==> src/arct_pkg.sv <==
// arct_pkg: command and status codes, token and write-bus types for the
// address region table. No dependencies.
`timescale 1ns / 1ps

package arct_pkg;

  localparam int ADDR_W = 64;
  localparam int IDX_W  = 4;

  localparam logic [1:0] CMD_INSERT = 2'd0;
  localparam logic [1:0] CMD_LOOKUP = 2'd1;
  localparam logic [1:0] CMD_CLEAR  = 2'd2;

  localparam logic [1:0] ST_OK   = 2'd0;
  localparam logic [1:0] ST_MISS = 2'd1;
  localparam logic [1:0] ST_FULL = 2'd2;

  // attribute bits of a region
  localparam int ATTR_R    = 0;
  localparam int ATTR_W    = 1;
  localparam int ATTR_X    = 2;
  localparam int ATTR_ANON = 3;

  // lookup token walking the cell chain
  typedef struct packed {
    logic              active;
    logic              hit;
    logic [IDX_W-1:0]  idx;
    logic [3:0]        attr;
    logic [ADDR_W-1:0] addr;
    logic [ADDR_W-1:0] delta;
  } token_t;

  // region write bus shared by all cells
  typedef struct packed {
    logic              en;
    logic [ADDR_W-1:0] start;
    logic [ADDR_W-1:0] stop;
    logic [3:0]        attr;
    logic [ADDR_W-1:0] delta;
  } wr_t;

endpackage

==> src/arct_cell.sv <==
// arct_cell: one region slot of the table and one stage of the lookup walk.
// Depends on arct_pkg.
`timescale 1ns / 1ps

module arct_cell #(
  parameter int INDEX = 0
) (
  input  logic            clk,
  input  logic            rst,
  input  logic            live,
  input  logic            wr_sel,
  input  arct_pkg::wr_t   wr,
  input  arct_pkg::token_t tok_in,
  output arct_pkg::token_t tok_out
);

  logic [arct_pkg::ADDR_W-1:0] start;
  logic [arct_pkg::ADDR_W-1:0] stop;
  logic [3:0]                  attr;
  logic [arct_pkg::ADDR_W-1:0] delta;
  arct_pkg::token_t            tok_next;

  always_comb begin
    tok_next = tok_in;
    // first live region holding the address claims the token
    if (tok_in.active && live && !tok_in.hit &&
        start <= tok_in.addr && stop > tok_in.addr) begin
      tok_next.hit   = 1'b1;
      tok_next.idx   = arct_pkg::IDX_W'(INDEX);
      tok_next.attr  = attr;
      tok_next.delta = delta;
    end
  end

  always_ff @(posedge clk) begin
    if (wr.en && wr_sel) begin
      start <= wr.start;
      stop  <= wr.stop;
      attr  <= wr.attr;
      delta <= wr.delta;
    end
  end

  always_ff @(posedge clk) begin
    tok_out <= tok_next;
    if (rst) begin
      tok_out.active <= 1'b0;
    end
  end

endmodule

==> config.mk <==
export PLATFORM = sky130hd
export DESIGN_NAME = arct_cell
export DESIGN_NICKNAME = d
export VERILOG_FILES = /design/src/arct_pkg.sv /design/src/arct_cell.sv
export SDC_FILE = /design/constraint.sdc
export NUM_CORES = 1
export LEC_CHECK = 0
export ABC_AREA = 1
export BUFFER_PORTS_ARGS = -buffer_cell sky130_fd_sc_hd__buf_2
export CAP_MARGIN = 40
export CELL_PAD_IN_SITES_DETAIL_PLACEMENT = 0
export CELL_PAD_IN_SITES_GLOBAL_PLACEMENT = 2
export CORE_AREA = 2 2 206 208
export CTS_CLUSTER_SIZE = 28
export DETAILED_ROUTE_END_ITERATION = 10
export DIE_AREA = 0 0 208 210
export PLACE_DENSITY_LB_ADDON = 0.1
export SKIP_CTS_REPAIR_TIMING = 1
export SLEW_MARGIN = 20
export SYNTH_ARGS = -nofsm -noshare
export SYNTH_HDL_FRONTEND = slang
export SYNTH_SLANG_ARGS = --single-unit
==> constraint.sdc <==
create_clock -name clk -period 5.6 [get_ports clk]
set_input_delay 0.28 -clock clk [delete_from_list [all_inputs] [get_ports clk]]
set_output_delay 0.28 -clock clk [all_outputs]
set_load 0.01 [all_outputs]
==> impl_metrics.json, run 1 <==
{
  "grt_max_degree": 109,
  "crit_path_start_kind": "input pin",
  "cp_common_cell": "nand2_1",
  "status": "finished clean",
  "fin_util_pct": 49.3,
  "n_fill_cell": 3882,
  "period_needed_ps": 2940,
  "crit_path_end_kind": "register",
  "dpl.hpwl_um": 28300,
  "cp_slowest_cell": "nor4_1",
  "yosysSeqAreaShare_pct": 67.7,
  "synthSimpleGateAreaFrac_pct": 12.3,
  "max_stage_delay_ps": 530,
  "report.final.slew_viol_count": 0,
  "vias": 10387,
  "synthCells": 1048,
  "layout_commonest_cell": "buf_2",
  "p_seq_share_pct": 46.4,
  "maxCapViolations": 0,
  "area_delta_synth_final_pct": 60.1,
  "internal-power_mw": 4.64,
  "tns_ps": 0,
  "finalCritPeriodShare_pct": 52.5,
  "tritoncts": "done",
  "crit_chain": "dlygate4sd3_1 > buf_2 > inv_1 > ha_1 > nand2_1 > nor4_1 > nand2_1 > nor2_1 > nand4_1 > nand2_2 > buf_4 > buf_12 > nand3_1 > nand2_1",
  "rows": 75,
  "pwr-share-comb_pct": 12.7,
  "swShare_pct": 23.4,
  "seq_area_um2": 8650,
  "cts-buffers-inserted": 40,
  "routed_wl_um": 38800,
  "rsz0062_at_grt": "false",
  "cts_buffer_depth": 3,
  "synth.avg_cell_area_um2": 12.2,
  "clock-sinks": 334,
  "start_util_pct": 30.8,
  "synth_nets": 1515,
  "synthTopCellsByArea": "edfxtp_1 (46%), dfxtp_1 (22%), ha_1 (13%), nand2_1 (7.3%), nand3_1 (3.0%)",
  "final-setup-viol-count": 0,
  "synth_mux_area_share_pct": 0,
  "relSlewSlack_pct": 54.2,
  "die_h_um": 210,
  "grt_remaining_overflow": 0,
  "switchingPower_mw": 1.42,
  "drive_gt1_share_pct": 28.2,
  "synth_compound_area_share_pct": 4.10,
  "drc": 0,
  "antenna_found_initial": 3,
  "grt_usage_pct": 16.7,
  "yosysUniqueCellTypes": 24,
  "num_io_pins": 477,
  "fin_nets": 2353,
  "grt_pass1_wl_um": 54800,
  "die_w_um": 208,
  "synth_top_family_by_area": "adder cells",
  "gp_congestion": 0.762,
  "layout.cells.most_common_list": "buf_2 (476), dlygate4sd3_1 (335), nand2_1 (249)",
  "cp_data_required_time_ps": 6080,
  "p_leak_nw": 9.50,
  "wire_per_inst_um": 15.8,
  "synth_area_leader_cell": "edfxtp_1",
  "synth_fa_ha_area_share_pct": 12.5,
  "clkTransAtPathRegs_ps": 50,
  "vias_per_cell": 4.22,
  "ys_warn_count": 0,
  "hold_viol_final": 0,
  "path_class": "in2reg",
  "ant_nets": 0,
  "cts-root-buf": "clkbuf_16",
  "fin_worst_skew_ps": 12.6,
  "rrSetupSlack_ps": 2710,
  "hp-class": "in2reg",
  "synth_top_area_share_pct": 46.1,
  "power_density_nw_per_um2": 296,
  "synth-seq-cells": 334,
  "cts_max_level": 2,
  "critPathMaxFanout": 41,
  "multi_input_area_um2": 3700,
  "core_um2": 41500,
  "numPortBuffers": 476,
  "clock_latency_ps": 550,
  "vdd_drop_max_mv": 0.227,
  "drtIter0Drc": 304,
  "tightest_slew_ps": 687,
  "syn_area_um2": 12800,
  "first_pass_iters": 4,
  "worstPathArrival_ps": 3420,
  "clkPwrFrac_pct": 40.8,
  "dieArea_um2": 43700,
  "timing.fmax_mhz": 340,
  "grt_pass1_vias": 9360,
  "synth-xor-area-share_pct": 0
}
power groups by stage:
stage	Sequential (mW)	Combinational (mW)	Clock [mW]
3_3_place_gp	2.86	0.580	0
2_1_floorplan	2.90	0.257	0
3_5_place_dp	2.87	0.590	0
6_report	2.81	0.772	2.48
4_1_cts	2.82	0.593	2.56
5_1_grt	2.83	0.870	2.66
layer usage:
layer	global-route usage (%)	vias to the layer above	wire length [µm]
met2	28.3	270	19500
met3	5.75	49	2310
met5	0	-	0
li1	-	5300	-
met4	5.89	0	726
met1	19.6	4768	16300
worst paths after layout:
| kind | depth (start not counted) | end | from |
|---|---|---|---|
| worst min-delay path | 2 | tok_out[90] | tok_in[90] |
| worst max-delay path | 14 | tok_out[15] | tok_in[119] |
| worst min register to register | 2 | tok_out[23] | delta[23] |
| worst max register to register | 11 | tok_out[28] | stop[46] |
cells in the mapped netlist:
library cell and instances:
nand2_1 250, a21oi_4 1, dfxtp_1 138, nor4_1 1
a21oi_1 64, o21a_1 7, o21ai_0 18, a21boi_0 4
buf_6 1, buf_2 4, nand3_1 76, buf_4 1
clkbuf_1 12, nor2_1 32, nand3b_1 1, and3_1 2
nor3_1 7, inv_1 89, a21o_1 2, edfxtp_1 196
nand2_2 1, nand4_1 10, ha_1 128, buf_1 3
logic make-up (layout without fill, tap and decap cells):
kind of cell    Yosys count  count (layout)
compound gates           96              96
buf+inv                 110             979
fa+ha+maj               128             128
other cells               0               4
flops                   334             334
simple gates            380             380
layout make-up:
type,instances,area share [%]
multi-input combinational,604,18.1
clock inverter,8,0.373
sequential,334,42.3
antenna,4,0.0489
tap,539,3.30
inverter,89,1.67
timing repair buffer,817,28.5
clock buffer,65,5.70
registers in the layout, indices dropped and copies added, names as in the netlist:
name     flops
tok_out    138
delta       64
start       64
stop        64
attr         4
critical path: cells and delay by family:
family / cells / cell delay (ps)
and+or+nand+nor: 8 / 1440
buffers and inverters: 5 / 1350
adders and majority gates: 1 / 290
stage by stage:
step	setup WS, ps	cells	hold WS, ps	cell area (µm²)	total power, mW
6_report	2660	2460	383	20400	6.06
5_1_grt	2330	2457	366	20400	6.36
4_1_cts	2610	2121	-195	17100	5.97
3_5_place_dp	2560	2048	397	15800	3.46
3_3_place_gp	2390	2045	397	15800	3.44
2_1_floorplan	973	1048	308	12800	3.16
Note: power is estimated with default switching activity, not from simulation.
==> inputs of run 2 (changes only) <==
Settings changed: CORE_AREA 2 2 206 208 to 2 2 217 219, DIE_AREA 0 0 208 210 to 0 0 219 221.
Clock period 5.6 ns to 2.7 ns, I/O delays scaled along.
==> impl_metrics.json, run 2 (synthesis gave the netlist of run 1 again) <==
{
  "cp_slowest_cell": "nor4_2",
  "rsz0062_at_grt": "false",
  "rows": 79,
  "cts_max_level": 2,
  "start_util_pct": 27.7,
  "n_fill_cell": 4462,
  "cp_common_cell": "nand2_1",
  "cts_buffer_depth": 3,
  "dpl-instance-area_um2": 16000,
  "vias_per_cell": 4.11,
  "first_pass_iters": 6,
  "grt_pass1_wl_um": 57100,
  "power_density_nw_per_um2": 617,
  "report.final.slew_viol_count": 0,
  "reg2reg_from": "start[55]",
  "cp_data_required_time_ps": 3140,
  "status": "finished clean",
  "dpl.hpwl_um": 29600,
  "max_stage_delay_ps": 440,
  "clock-sinks": 334,
  "layout_commonest_cell": "buf_2",
  "grt_usage_pct": 15.9,
  "dieArea_um2": 48400,
  "vdd_drop_max_mv": 0.430,
  "core_um2": 46100,
  "numPortBuffers": 476,
  "grt_pass1_vias": 9667,
  "wire_per_inst_um": 16.0,
  "timing.fmax_mhz": 402,
  "vias": 10432,
  "die_w_um": 219,
  "grt_remaining_overflow": 0,
  "ff2ff_path_depth": 11,
  "cts-buffers-inserted": 40,
  "layout.cells.most_common_list": "buf_2 (476), dlygate4sd3_1 (335), nand2_1 (248)",
  "fin_nets": 2361,
  "relSlewSlack_pct": 60.3,
  "worstPathArrival_ps": 2930,
  "tritoncts": "done",
  "crit_chain": "ha_1 > nand2_1 > nor4_2 > nand2_1 > nor2_2 > nand4_1 > nand2_2 > nand2_2 > buf_12 > nand2_1 > nand2_1",
  "grt_max_degree": 92,
  "tightest_slew_ps": 595,
  "hp-class": "in2reg",
  "antenna_found_initial": 5,
  "critPathMaxFanout": 40,
  "clock_latency_ps": 550,
  "worstHoldStart": "tok_in[90]",
  "gp_congestion": 0.758,
  "fin_util_pct": 44.9,
  "routed_wl_um": 40600,
  "p_leak_nw": 9.56,
  "num_io_pins": 477,
  "whs_endpoint": "tok_out[90]",
  "fin_area_um2": 20700,
  "finalCritPeriodShare_pct": 92.2,
  "largest-register": "tok_out",
  "path_class": "reg2reg",
  "largest_reg_flops": 138,
  "ant_nets": 0,
  "r2r-end": "tok_out[29]",
  "fin_worst_skew_ps": 19.0,
  "crit_path_end_kind": "register",
  "maxCapViolations": 0,
  "hold_viol_final": 0,
  "crit_path_start_kind": "register",
  "area_delta_synth_final_pct": 61.9,
  "rrSetupSlack_ps": 210,
  "drtIter0Drc": 383,
  "period_needed_ps": 2490,
  "cts-root-buf": "clkbuf_16",
  "fin_hold_ws_ps": 234,
  "min_path_cells": 2,
  "clkTransAtPathRegs_ps": 60,
  "drive_gt1_share_pct": 28.8,
  "drc": 0,
  "final-setup-viol-count": 0,
  "die_h_um": 221
}
==> run 2: worst max-delay path: cells and delay by family (launching register included) <==
family                     cells  cell delay, ps
DFF                            1             370
and+or+nand+nor                9            1490
buffers and inverters          1             190
adders and majority gates      1             300
==> run 2: how the worst max path moves through the flow <==
stage | start | endpoint | slack, ps | depth (start not counted)
after CTS | start[55] | tok_out[45] | -170 | 10
after detailed placement | start[55] | tok_out[45] | -130 | 10
after global routing | start[55] | tok_out[31] | 3 | 11
final | start[55] | tok_out[29] | 210 | 11
after global placement | start[55] | tok_out[45] | -130 | 10
after floorplan | wr[196] | attr[0] | -780 | 2
==> run 2: through the flow <==
| stage | TNS (ps) | setup WS [ps] | total power [mW] | instances |
|---|---|---|---|---|
| floorplan | -152450 | -778 | 6.55 | 1048 |
| global placement | -6950 | -128 | 7.19 | 2124 |
| detailed placement | -8010 | -133 | 7.20 | 2124 |
| CTS | -9520 | -165 | 12.6 | 2198 |
| global route | 0 | 2.75 | 13.4 | 2537 |
| finish | 0 | 210 | 12.8 | 2537 |
==> run 2: cell type report <==
cell class / count / area [µm²] / area share (%)
Sequential cell: 334 / 8650 / 41.8
Timing Repair Buffer: 825 / 5900 / 28.6
Multi-Input combinational cell: 604 / 3730 / 18.0
Clock buffer: 61 / 1190 / 5.77
Tap cell: 607 / 759 / 3.67
Inverter: 89 / 338 / 1.63
Clock inverter: 13 / 96.3 / 0.466
Antenna cell: 4 / 10.0 / 0.0484
==> run 2: routing by layer <==
metal  GRT usage [%]  part of all wire [%]
met3            6.13                   6.2
met5               0                 0.027
met1            17.6                    41
met2            27.7                    50
met4            5.30                   2.4
==> run 2: report_power, final <==
group | switching, mW | internal [mW] | leakage (nW)
Combinational | 0.793 | 0.836 | 5.92
Sequential | 0.0877 | 5.75 | 3.00
Clock | 2.14 | 3.15 | 0.634
==> inputs of run 3 (changes only) <==
Settings changed: BUFFER_PORTS_ARGS -buffer_cell sky130_fd_sc_hd__buf_2 to -buffer_cell sky130_fd_sc_hd__buf_4.
==> impl_metrics.json, run 3 (synthesis gave the netlist of run 1 again) <==
{
  "min_path_cells": 3,
  "power_density_nw_per_um2": 595,
  "relSlewSlack_pct": 66.5,
  "start_util_pct": 27.7,
  "largest_reg_flops": 138,
  "dieArea_um2": 48400,
  "vdd_drop_max_mv": 0.545,
  "num_io_pins": 477,
  "die_w_um": 219,
  "hp-class": "in2reg",
  "grt_remaining_overflow": 0,
  "grt_pass1_vias": 9571,
  "rsz0062_at_grt": "false",
  "wire_per_inst_um": 16.2,
  "top_layer": "met5",
  "gp_congestion": 0.757,
  "rows": 79,
  "drive_gt1_share_pct": 28.9,
  "power_mw": 13.1,
  "ant_nets": 0,
  "clkTransAtPathRegs_ps": 60,
  "dpl.hpwl_um": 29900,
  "maxCapViolations": 0,
  "status": "finished clean",
  "die_h_um": 221,
  "timing.fmax_mhz": 412,
  "n_fill_cell": 4354,
  "core_um2": 46100,
  "cts-buffers-inserted": 40,
  "clock_latency_ps": 560,
  "antenna_found_initial": 7,
  "tightest_slew_ps": 502,
  "path_class": "reg2reg",
  "period_needed_ps": 2420,
  "grt_pass1_wl_um": 57300,
  "dpl-instance-area_um2": 17200,
  "numPortBuffers": 476,
  "dr_wl_met3_um": 2720,
  "worstPathArrival_ps": 2870,
  "critPathMaxFanout": 38,
  "largest-register": "tok_out",
  "routed_wl_um": 41100,
  "crit_path_end_kind": "register",
  "p_leak_nw": 10.0,
  "ff2ff_path_depth": 12,
  "layout.cells.most_common_list": "buf_4 (485), dlygate4sd3_1 (335), nand2_1 (248)",
  "cts-root-buf": "clkbuf_16",
  "grt_max_degree": 81,
  "crit_path_start_kind": "register",
  "hold_viol_final": 0,
  "vias": 10535,
  "fin_area_um2": 22000,
  "grt_usage_pct": 15.9,
  "clock-sinks": 334,
  "wl_met1_um": 16800,
  "drc": 0,
  "wl_met2_um": 20700,
  "fin_worst_skew_ps": 25.3,
  "area_delta_synth_final_pct": 71.9,
  "first_pass_iters": 4,
  "vias_per_cell": 4.15,
  "fin_util_pct": 47.7,
  "final-setup-viol-count": 0,
  "report.final.slew_viol_count": 0,
  "cts_max_level": 2,
  "tritoncts": "done",
  "finalCritPeriodShare_pct": 89.8,
  "fin_nets": 2363,
  "fin_hold_ws_ps": 76.5,
  "cp_data_required_time_ps": 3150,
  "cts_buffer_depth": 3,
  "drtIter0Drc": 348,
  "layout_commonest_cell": "buf_4"
}
## run 3: cell count changes in the layout (fill, tap and decap cells not counted), moves of 2 or more
cell / change
buf_4: +476
clkbuf_1: -2
clkbuf_16: +2
inv_6: +2
diode_2: +3
buf_2: -476
## run 3: per-stage QoR
step | setup TNS, ps | instances | worst slack (ps)
after floorplan | -152450 | 1048 | -778
after global placement | -11870 | 2125 | -222
after detailed placement | -9210 | 2125 | -183
after CTS | -10490 | 2198 | -202
after global routing | 0 | 2540 | 15.7
final | 0 | 2541 | 275
## run 3: final cells by class
class	instances	area, µm²	area share [%]
Sequential cell	334	8650	39.4
Timing Repair Buffer	827	7150	32.6
Multi-Input combinational cell	604	3730	17.0
Clock buffer	61	1220	5.58
Tap cell	607	759	3.46
Inverter	89	338	1.54
Clock inverter	12	90.1	0.410
Antenna cell	7	17.5	0.0798
## run 3: where the power goes
part / switching, mW / internal (mW) / total, mW
combinational: 0.819 / 1.05 / 1.87
sequential: 0.0927 / 5.75 / 5.84
clock: 2.13 / 3.23 / 5.36
total: 3.04 / 10.0 / 13.1
## run 3: routing by layer
layer | global-route usage [%] | vias to the layer above
met1 | 18.5 | 4875
met4 | 5.34 | 2
li1 | - | 5322
met5 | 0 | -
met2 | 27.4 | 281
met3 | 5.37 | 55
## run 3: final timing paths
kind / from / to / slack (ps)
worst min register to register: delta[40] / tok_out[40] / 460
worst max-delay path: stop[27] / tok_out[59] / 280
worst min-delay path: wr_sel / delta[41] / 80
worst max register to register: stop[27] / tok_out[59] / 280
## run 3: critical path, cell delays in order (launching register included)
cell and delay, ps:
edfxtp_1 380, ha_1 320, nand4_1 110, nor3_1 280, and3_1 330, nand2_1 80
nand2_1 70, nand2_1 80, a21oi_4 200, nand2_2 120, buf_12 200, nand2_1 90
nand2_1 50
